$ cat config.mk
export PLATFORM = sky130hd
export DESIGN_NAME = i2c_register_transaction_sequencer
export DESIGN_NICKNAME = d
export VERILOG_FILES = /design/src/rtl/i2c_rts_pkg.sv /design/src/rtl/i2c_register_transaction_sequencer.sv
export SDC_FILE = /design/constraint.sdc
export NUM_CORES = 1
export LEC_CHECK = 0
export BUFFER_PORTS_ARGS = -buffer_cell sky130_fd_sc_hd__buf_4
export CORE_UTILIZATION = 40
export CTS_BUF_LIST = sky130_fd_sc_hd__clkbuf_4
export DETAILED_ROUTE_END_ITERATION = 8
export GPL_TIMING_DRIVEN = 0
export PLACE_DENSITY = 0.59
export SKIP_LAST_GASP = 1
export SLEW_MARGIN = 15
export SYNTH_ARGS = -nofsm -noshare
export SYNTH_HDL_FRONTEND = slang
export SYNTH_SLANG_ARGS = --single-unit
export TNS_END_PERCENT = 50
$ cat constraint.sdc
create_clock -name clk -period 3.5 [get_ports clk]
set_clock_uncertainty 0.15 [all_clocks]
set_input_delay 0.175 -clock clk [delete_from_list [all_inputs] [get_ports clk]]
set_output_delay 0.175 -clock clk [all_outputs]
set_load 0.02 [all_outputs]
$ cat src/rtl/i2c_rts_pkg.sv
`timescale 1ns / 1ps
// ----------------------------------------------------------------------------
// I2C register transaction sequencer package
// Command, bus action, status and error codes and the phase type.
// ----------------------------------------------------------------------------
package i2c_rts_pkg;

    // Input commands
    localparam logic [1:0] CMD_BEGIN_WRITE = 2'd0;
    localparam logic [1:0] CMD_BEGIN_READ  = 2'd1;
    localparam logic [1:0] CMD_BUS_DONE    = 2'd2;

    // Bus unit actions
    localparam logic [2:0] ACT_NONE   = 3'd0;
    localparam logic [2:0] ACT_START  = 3'd1;
    localparam logic [2:0] ACT_SEND   = 3'd2;
    localparam logic [2:0] ACT_RXACK  = 3'd3;
    localparam logic [2:0] ACT_RXNACK = 3'd4;
    localparam logic [2:0] ACT_STOP   = 3'd5;

    // Expected bus status codes (low three bits masked off)
    localparam logic [7:0] ST_START   = 8'h08;
    localparam logic [7:0] ST_ADDR    = 8'h18;
    localparam logic [7:0] ST_TXDATA  = 8'h28;
    localparam logic [7:0] ST_RESTART = 8'h10;
    localparam logic [7:0] ST_RADDR   = 8'h40;
    localparam logic [7:0] ST_RXACK   = 8'h50;
    localparam logic [7:0] ST_RXNACK  = 8'h58;
    localparam logic [7:0] ST_MASK    = 8'hF8;

    // Error codes reported at the end of a transaction
    localparam logic [3:0] ERR_OK      = 4'd0;
    localparam logic [3:0] ERR_START   = 4'd1;
    localparam logic [3:0] ERR_ADDR    = 4'd2;
    localparam logic [3:0] ERR_REG     = 4'd3;
    localparam logic [3:0] ERR_DATA    = 4'd4;
    localparam logic [3:0] ERR_RESTART = 4'd5;
    localparam logic [3:0] ERR_RADDR   = 4'd6;
    localparam logic [3:0] ERR_RXACK   = 4'd7;
    localparam logic [3:0] ERR_RXNACK  = 4'd8;

    typedef enum logic [3:0] {
        PH_IDLE    = 4'd0,
        PH_START   = 4'd1,
        PH_ADDR    = 4'd2,
        PH_REG     = 4'd3,
        PH_WDATA   = 4'd4,
        PH_RESTART = 4'd5,
        PH_RADDR   = 4'd6,
        PH_RACK    = 4'd7,
        PH_RNACK   = 4'd8
    } phase_t;

endpackage

$ cat src/rtl/i2c_register_transaction_sequencer.sv
`timescale 1ns / 1ps
// ----------------------------------------------------------------------------
// I2C register transaction sequencer
// Drives a byte-level I2C bus unit through register writes and reads.
// ----------------------------------------------------------------------------
// Usage:
//   Input channel (in_valid / in_stall) carries begin-write, begin-read and
//   bus-done items. A begin item taken in idle latches address, register and
//   byte count and yields a start action. Each bus-done item carries the bus
//   unit's status; the block checks it against the phase and yields the next
//   action (send, restart, receive, stop) or ends the transaction with an
//   error code and no stop.
//   Output channel (out_valid / out_stall) carries exactly one result per
//   input transfer, in order.
//   Path: an accepted transfer goes into the input register and then into
//   the result register when the output is free (one input register, one result register).
//   Throughput: one transfer per cycle while out_stall is low; the phase update is a single
//   compare and select between the input register and the result register.
//   Stall: while out_stall holds a result, the input register keeps one
//   more item and then in_stall rises; nothing is dropped.
//   Reset: rst_n clears both valid flags and returns the phase to idle with
//   all saved fields zero.
// ----------------------------------------------------------------------------
module i2c_register_transaction_sequencer
(
    input  logic       clk,
    input  logic       rst_n,

    input  logic       in_valid,
    output logic       in_stall,
    input  logic [1:0] command,
    input  logic [7:0] device_address,
    input  logic [7:0] register_index,
    input  logic [7:0] byte_count,
    input  logic [7:0] write_byte,
    input  logic [7:0] bus_status,
    input  logic [7:0] read_byte,

    output logic       out_valid,
    input  logic       out_stall,
    output logic [2:0] bus_action,
    output logic [7:0] tx_byte,
    output logic       rx_valid,
    output logic [7:0] rx_byte,
    output logic       done_res,
    output logic [3:0] error_code
);

    // Input register stage
    logic       s1_valid_reg;
    logic       s1_valid_next;
    logic [1:0] s1_command_reg;
    logic [7:0] s1_address_reg;
    logic [7:0] s1_register_reg;
    logic [7:0] s1_count_reg;
    logic [7:0] s1_wbyte_reg;
    logic [7:0] s1_status_reg;
    logic [7:0] s1_rbyte_reg;

    // Transaction state
    i2c_rts_pkg::phase_t phase_reg;
    i2c_rts_pkg::phase_t phase_next;
    logic [7:0] bytes_left_reg;
    logic [7:0] bytes_left_next;
    logic [7:0] saved_address_reg;
    logic [7:0] saved_address_next;
    logic [7:0] saved_register_reg;
    logic [7:0] saved_register_next;
    logic       is_read_reg;
    logic       is_read_next;

    // Result register stage
    logic       out_valid_reg;
    logic       out_valid_next;
    logic [2:0] bus_action_reg;
    logic [2:0] bus_action_next;
    logic [7:0] tx_byte_reg;
    logic [7:0] tx_byte_next;
    logic       rx_valid_reg;
    logic       rx_valid_next;
    logic [7:0] rx_byte_reg;
    logic [7:0] rx_byte_next;
    logic       done_res_reg;
    logic       done_res_next;
    logic [3:0] error_code_reg;
    logic [3:0] error_code_next;

    logic       in_take;
    logic       s1_advance;
    logic       is_begin;
    logic       is_done;
    logic [7:0] status_masked;
    logic [7:0] status_expected;
    logic       status_ok;
    logic [7:0] bytes_dec;

    // Handshake: advance the input register whenever the result register is
    // empty or its transfer completes this cycle.
    assign s1_advance    = s1_valid_reg & (~out_valid_reg | ~out_stall);
    assign in_stall      = s1_valid_reg & ~s1_advance;
    assign in_take       = in_valid & ~in_stall;
    assign s1_valid_next = in_take | (s1_valid_reg & ~s1_advance);
    assign out_valid_next = s1_advance | (out_valid_reg & out_stall);

    always_ff @(posedge clk or negedge rst_n)
    begin
        if (!rst_n)
        begin
            s1_valid_reg  <= 1'b0;
            out_valid_reg <= 1'b0;
        end
        else
        begin
            s1_valid_reg  <= s1_valid_next;
            out_valid_reg <= out_valid_next;
        end
    end

    // Capture the incoming transfer
    always_ff @(posedge clk)
    begin
        if (in_take)
        begin
            s1_command_reg  <= command;
            s1_address_reg  <= device_address;
            s1_register_reg <= register_index;
            s1_count_reg    <= byte_count;
            s1_wbyte_reg    <= write_byte;
            s1_status_reg   <= bus_status;
            s1_rbyte_reg    <= read_byte;
        end
    end

    // Decode and status check
    assign is_begin = (s1_command_reg == i2c_rts_pkg::CMD_BEGIN_WRITE) ||
                      (s1_command_reg == i2c_rts_pkg::CMD_BEGIN_READ);
    assign is_done  = (s1_command_reg == i2c_rts_pkg::CMD_BUS_DONE);
    assign status_masked = s1_status_reg & i2c_rts_pkg::ST_MASK;
    assign bytes_dec     = bytes_left_reg - 8'd1;

    always_comb
    begin
        case (phase_reg)
            i2c_rts_pkg::PH_START:   status_expected = i2c_rts_pkg::ST_START;
            i2c_rts_pkg::PH_ADDR:    status_expected = i2c_rts_pkg::ST_ADDR;
            i2c_rts_pkg::PH_REG:     status_expected = i2c_rts_pkg::ST_TXDATA;
            i2c_rts_pkg::PH_WDATA:   status_expected = i2c_rts_pkg::ST_TXDATA;
            i2c_rts_pkg::PH_RESTART: status_expected = i2c_rts_pkg::ST_RESTART;
            i2c_rts_pkg::PH_RADDR:   status_expected = i2c_rts_pkg::ST_RADDR;
            i2c_rts_pkg::PH_RACK:    status_expected = i2c_rts_pkg::ST_RXACK;
            i2c_rts_pkg::PH_RNACK:   status_expected = i2c_rts_pkg::ST_RXNACK;
            default:                 status_expected = i2c_rts_pkg::ST_MASK;
        endcase
    end

    assign status_ok = (status_masked == status_expected);

    // Next state
    always_comb
    begin
        phase_next          = phase_reg;
        bytes_left_next     = bytes_left_reg;
        saved_address_next  = saved_address_reg;
        saved_register_next = saved_register_reg;
        is_read_next        = is_read_reg;

        if (is_begin)
        begin
            if (phase_reg == i2c_rts_pkg::PH_IDLE)
            begin
                saved_address_next  = s1_address_reg;
                saved_register_next = s1_register_reg;
                is_read_next        = (s1_command_reg == i2c_rts_pkg::CMD_BEGIN_READ);
                // A read of zero bytes still reads one
                if ((s1_command_reg == i2c_rts_pkg::CMD_BEGIN_READ) &&
                    (s1_count_reg == 8'd0))
                begin
                    bytes_left_next = 8'd1;
                end
                else
                begin
                    bytes_left_next = s1_count_reg;
                end
                phase_next = i2c_rts_pkg::PH_START;
            end
        end
        else if (is_done && (phase_reg != i2c_rts_pkg::PH_IDLE))
        begin
            if (!status_ok)
            begin
                phase_next = i2c_rts_pkg::PH_IDLE;
            end
            else
            begin
                case (phase_reg)
                    i2c_rts_pkg::PH_START:
                    begin
                        phase_next = i2c_rts_pkg::PH_ADDR;
                    end
                    i2c_rts_pkg::PH_ADDR:
                    begin
                        phase_next = i2c_rts_pkg::PH_REG;
                    end
                    i2c_rts_pkg::PH_REG, i2c_rts_pkg::PH_WDATA:
                    begin
                        if (is_read_reg && (phase_reg == i2c_rts_pkg::PH_REG))
                        begin
                            phase_next = i2c_rts_pkg::PH_RESTART;
                        end
                        else if (bytes_left_reg == 8'd0)
                        begin
                            phase_next = i2c_rts_pkg::PH_IDLE;
                        end
                        else
                        begin
                            bytes_left_next = bytes_dec;
                            phase_next      = i2c_rts_pkg::PH_WDATA;
                        end
                    end
                    i2c_rts_pkg::PH_RESTART:
                    begin
                        phase_next = i2c_rts_pkg::PH_RADDR;
                    end
                    i2c_rts_pkg::PH_RADDR:
                    begin
                        phase_next = (bytes_left_reg > 8'd1) ? i2c_rts_pkg::PH_RACK
                                                             : i2c_rts_pkg::PH_RNACK;
                    end
                    i2c_rts_pkg::PH_RACK:
                    begin
                        bytes_left_next = bytes_dec;
                        phase_next = (bytes_dec > 8'd1) ? i2c_rts_pkg::PH_RACK
                                                        : i2c_rts_pkg::PH_RNACK;
                    end
                    i2c_rts_pkg::PH_RNACK:
                    begin
                        bytes_left_next = 8'd0;
                        phase_next      = i2c_rts_pkg::PH_IDLE;
                    end
                    default:
                    begin
                        phase_next = i2c_rts_pkg::PH_IDLE;
                    end
                endcase
            end
        end
    end

    // Result
    always_comb
    begin
        bus_action_next = i2c_rts_pkg::ACT_NONE;
        tx_byte_next    = 8'd0;
        rx_valid_next   = 1'b0;
        rx_byte_next    = 8'd0;
        done_res_next   = 1'b0;
        error_code_next = i2c_rts_pkg::ERR_OK;

        if (is_begin)
        begin
            if (phase_reg == i2c_rts_pkg::PH_IDLE)
            begin
                bus_action_next = i2c_rts_pkg::ACT_START;
            end
        end
        else if (is_done && (phase_reg != i2c_rts_pkg::PH_IDLE))
        begin
            case (phase_reg)
                i2c_rts_pkg::PH_START:
                begin
                    if (status_ok)
                    begin
                        bus_action_next = i2c_rts_pkg::ACT_SEND;
                        tx_byte_next    = saved_address_reg;
                    end
                    else
                    begin
                        done_res_next   = 1'b1;
                        error_code_next = i2c_rts_pkg::ERR_START;
                    end
                end
                i2c_rts_pkg::PH_ADDR:
                begin
                    if (status_ok)
                    begin
                        bus_action_next = i2c_rts_pkg::ACT_SEND;
                        tx_byte_next    = saved_register_reg;
                    end
                    else
                    begin
                        done_res_next   = 1'b1;
                        error_code_next = i2c_rts_pkg::ERR_ADDR;
                    end
                end
                i2c_rts_pkg::PH_REG, i2c_rts_pkg::PH_WDATA:
                begin
                    if (!status_ok)
                    begin
                        done_res_next   = 1'b1;
                        error_code_next = (phase_reg == i2c_rts_pkg::PH_REG)
                                          ? i2c_rts_pkg::ERR_REG : i2c_rts_pkg::ERR_DATA;
                    end
                    else if (is_read_reg && (phase_reg == i2c_rts_pkg::PH_REG))
                    begin
                        bus_action_next = i2c_rts_pkg::ACT_START;
                    end
                    else if (bytes_left_reg == 8'd0)
                    begin
                        bus_action_next = i2c_rts_pkg::ACT_STOP;
                        done_res_next   = 1'b1;
                    end
                    else
                    begin
                        bus_action_next = i2c_rts_pkg::ACT_SEND;
                        tx_byte_next    = s1_wbyte_reg;
                    end
                end
                i2c_rts_pkg::PH_RESTART:
                begin
                    if (status_ok)
                    begin
                        bus_action_next = i2c_rts_pkg::ACT_SEND;
                        tx_byte_next    = saved_address_reg + 8'd1;
                    end
                    else
                    begin
                        done_res_next   = 1'b1;
                        error_code_next = i2c_rts_pkg::ERR_RESTART;
                    end
                end
                i2c_rts_pkg::PH_RADDR:
                begin
                    if (status_ok)
                    begin
                        bus_action_next = (bytes_left_reg > 8'd1) ? i2c_rts_pkg::ACT_RXACK
                                                                  : i2c_rts_pkg::ACT_RXNACK;
                    end
                    else
                    begin
                        done_res_next   = 1'b1;
                        error_code_next = i2c_rts_pkg::ERR_RADDR;
                    end
                end
                i2c_rts_pkg::PH_RACK:
                begin
                    // Hand over the received byte even on error
                    rx_valid_next = 1'b1;
                    rx_byte_next  = s1_rbyte_reg;
                    if (status_ok)
                    begin
                        bus_action_next = (bytes_dec > 8'd1) ? i2c_rts_pkg::ACT_RXACK
                                                             : i2c_rts_pkg::ACT_RXNACK;
                    end
                    else
                    begin
                        done_res_next   = 1'b1;
                        error_code_next = i2c_rts_pkg::ERR_RXACK;
                    end
                end
                i2c_rts_pkg::PH_RNACK:
                begin
                    rx_valid_next = 1'b1;
                    rx_byte_next  = s1_rbyte_reg;
                    done_res_next = 1'b1;
                    if (status_ok)
                    begin
                        bus_action_next = i2c_rts_pkg::ACT_STOP;
                    end
                    else
                    begin
                        error_code_next = i2c_rts_pkg::ERR_RXNACK;
                    end
                end
                default:
                begin
                    bus_action_next = i2c_rts_pkg::ACT_NONE;
                end
            endcase
        end
    end

    // Commit state when the item moves into the result register
    always_ff @(posedge clk or negedge rst_n)
    begin
        if (!rst_n)
        begin
            phase_reg          <= i2c_rts_pkg::PH_IDLE;
            bytes_left_reg     <= 8'd0;
            saved_address_reg  <= 8'd0;
            saved_register_reg <= 8'd0;
            is_read_reg        <= 1'b0;
        end
        else if (s1_advance)
        begin
            phase_reg          <= phase_next;
            bytes_left_reg     <= bytes_left_next;
            saved_address_reg  <= saved_address_next;
            saved_register_reg <= saved_register_next;
            is_read_reg        <= is_read_next;
        end
    end

    // Result register: hold while stalled
    always_ff @(posedge clk)
    begin
        if (s1_advance)
        begin
            bus_action_reg <= bus_action_next;
            tx_byte_reg    <= tx_byte_next;
            rx_valid_reg   <= rx_valid_next;
            rx_byte_reg    <= rx_byte_next;
            done_res_reg   <= done_res_next;
            error_code_reg <= error_code_next;
        end
    end

    assign out_valid  = out_valid_reg;
    assign bus_action = bus_action_reg;
    assign tx_byte    = tx_byte_reg;
    assign rx_valid   = rx_valid_reg;
    assign rx_byte    = rx_byte_reg;
    assign done_res   = done_res_reg;
    assign error_code = error_code_reg;

endmodule
==> results.json <==
{
  "setup.worst_path.end_class": "register",
  "post_drt_wl_per_cell_um": 16.0,
  "final_area_um2": 6160,
  "clk_latency_ns": 0.46,
  "drv_cap": 0,
  "criticalPathCategory": "register to register",
  "grt_remaining_overflow": 0,
  "critPathArrivalTime_ns": 3.26,
  "worstHoldPathType": "input pin to asynchronous set/reset pin",
  "boundaryPins": 81,
  "dieArea_um2": 12200,
  "cts.sinks": 103,
  "grt_max_degree": 34,
  "vias_per_cell": 5.32,
  "peakVddDrop_uv": 239,
  "critPathMaxFanout": 10,
  "tns_ns": 0,
  "synth_seq_cells": 103,
  "async_flop_share_pct": 30.1,
  "detailed_place_hpwl_mm": 7.12,
  "vias": 3469,
  "hold_viol": 0,
  "leakage_nw": 2.38,
  "port_buffers": 77,
  "yosysTopAreaCell": "edfxtp_1",
  "yosysSeqAreaShare_pct": 62.3,
  "synth.avg_cell_area_um2": 13.0,
  "dp.cells": 585,
  "clk_pin_slew_ns": 0.16,
  "required_ns": 3.72,
  "crit_family": "simple AND/OR/NAND/NOR gates",
  "yosysTopAreaCellShare_pct": 45.8,
  "cts_tree": "built",
  "cts_max_level": 3,
  "drcViolationCount": 0,
  "synth_warnings": 0,
  "setup_viol": 0,
  "diodes": 0,
  "grt_setup_unrepaired": "false",
  "cts_hold_buf": 51,
  "syn_nets": 427,
  "cp_num_buf_inv": 5,
  "synth_edf_count": 72,
  "grt_use_total_pct": 18.0,
  "wirelength_mm": 10.4,
  "rows": 39,
  "start_util_pct": 41.1,
  "final_core_util_pct": 53.7,
  "min_period_ns": 3.04,
  "cts-root-buf": "clkbuf_4",
  "dpl-instance-area_um2": 5490,
  "worstMarginPinSlew_ns": 1.13,
  "p_per_area_nw_per_um2": 523,
  "dpl_worst_slack_ns": 0.474,
  "first_global_vias": 3425,
  "drtPass1Iterations": 5,
  "fp.coreArea_um2": 11500,
  "setup_ws_ns": 0.463,
  "synth_area_leaders": "edfxtp_1, dfrtp_1, mux2_2",
  "worst_path_largest_cell_delay_ns": 0.48,
  "final_common_cell": "buf_4",
  "fmax_mhz": 329,
  "startpoint_type": "register",
  "status": "finished clean",
  "area_delta_synth_final_pct": 30.6,
  "antenna_found_initial": 0,
  "grt_pass1_wl_mm": 17.3,
  "synth_area_um2": 4720,
  "ys.flop_type": "edfxtp_1",
  "final-max-slew-violation-count": 0,
  "layout_common_cells": "buf_4, edfxtp_1, dlygate4sd3_1",
  "numCtsBuffers": 9,
  "postRouteAntennaNets": 0,
  "finalCritPeriodShare_pct": 86.8,
  "fin_cells": 652,
  "slowest_stage": "dfrtp_1",
  "synth_cells": 364,
  "die_width_um": 111,
  "drt_iter0_markers": 233,
  "path_cells": "inv_1, ha_1, buf_4, buf_4, nand3b_1, nor2_1, a21oi_1, or4b_1, buf_2, o21a_1, buf_6, mux2_4",
  "drive_above_1_share_pct": 25.9,
  "cp_common_cell": "buf_4",
  "max-slew-margin-rel_pct": 24.0,
  "yosysUniqueCellTypes": 61,
  "clockBufferDepth": 2,
  "gp_congestion": 0.868,
  "die_h_um": 111,
  "nNetsFinal": 567,
  "cts.repair.resized": 0,
  "cts_setup_buffers": 0
}
## stage by stage
stage | power [mW] | hold slack [ns]
6_report | 3.22 | 0.0406
5_1_grt | 3.42 | 0.0292
4_1_cts | 3.24 | 0.00819
3_5_place_dp | 2.55 | 0.00155
3_3_place_gp | 2.52 | -0.00809
2_1_floorplan | 2.28 | -0.271
## cell type report
type / instances / area [um^2]
fill: 986 / 5310
buffer: 18 / 97.6
clock buffer: 10 / 75.1
timing repair buffer: 129 / 1110
tap: 143 / 179
clock inverter: 6 / 80.1
inverter: 14 / 52.6
multi-input combinational: 229 / 1630
sequential: 103 / 2940
## synthesized netlist by cell type (all sizes together) (2+ instances only)
library cell and instances:
o2bb2ai 2, and3 3, a21oi 16, xor2 3, o22ai 4, buf 11
dfrtp 31, nand2b 9, clkbuf 7, a222oi 3, or3 4, inv 14
and2 12, ha 9, o21a 3, nor3b 2, nor2 20, o21bai 3
or4 3, nor2b 5, a41oi 2, mux2i 2, nand2 23, nand3 8
xnor2 6, mux2 21, a22oi 7, edfxtp 72, o211ai 15, or3b 2
nor4 3, nor3 8, a32oi 2, o21ai 8, o31ai 2
## worst paths after layout
check                                        startpoint                                end  slack [ns]  cells past startpoint
min reg2reg                s1_register_reg[1]$_DFFE_PP_  saved_register_reg[1]$_DFFE_PN0P_        0.35                      1
max in group asynchronous                         rst_n   saved_address_reg[0]$_DFFE_PN0P_        2.85                      2
min                                               rst_n      bytes_left_reg[2]$_DFFE_PN0P_        0.04                      2
max                            phase_reg[1]$_DFFE_PN0P_      bytes_left_reg[3]$_DFFE_PN0P_        0.46                     12
max reg2reg                    phase_reg[1]$_DFFE_PN0P_      bytes_left_reg[3]$_DFFE_PN0P_        0.46                     12
min in group clk                           read_byte[5]          s1_rbyte_reg[5]$_DFFE_PP_        0.27                      2
## layer usage
metal  global-route usage (%)  vias up  part of all wire (%)
li1                         -     1660                     -
met2                     29.4       93                    49
met1                     23.9     1702                    46
met4                     7.11        0                   1.5
met5                        0        -                     0
met3                     2.85       14                   3.6
## worst reg2reg max path: stages, from the launching register on
cell and delay [ns]:
dfrtp_1 0.48, inv_1 0.11, ha_1 0.14, buf_4 0.15, buf_4 0.19, nand3b_1 0.25, nor2_1 0.16, a21oi_1 0.05
or4b_1 0.48, buf_2 0.18, o21a_1 0.18, buf_6 0.14, mux2_4 0.29
## power by group
part,switching [mW],internal (mW),leakage [nW]
clock network,0.411,0.237,0.0799
logic,0.438,0.463,1.24
registers,0.163,1.51,1.06
total,1.01,2.21,2.38
## logic make-up after synthesis
logic type / share of synthesized area, %
adders and majority gates: 2.39
buffers and inverters: 3.18
muxes: 5.68
AOI/OAI and AO/OA: 12.3
and+or+nand+nor: 12.4
xor gates and xnor gates: 1.67
DFF: 62.3
(Power assumes the default switching activity.)
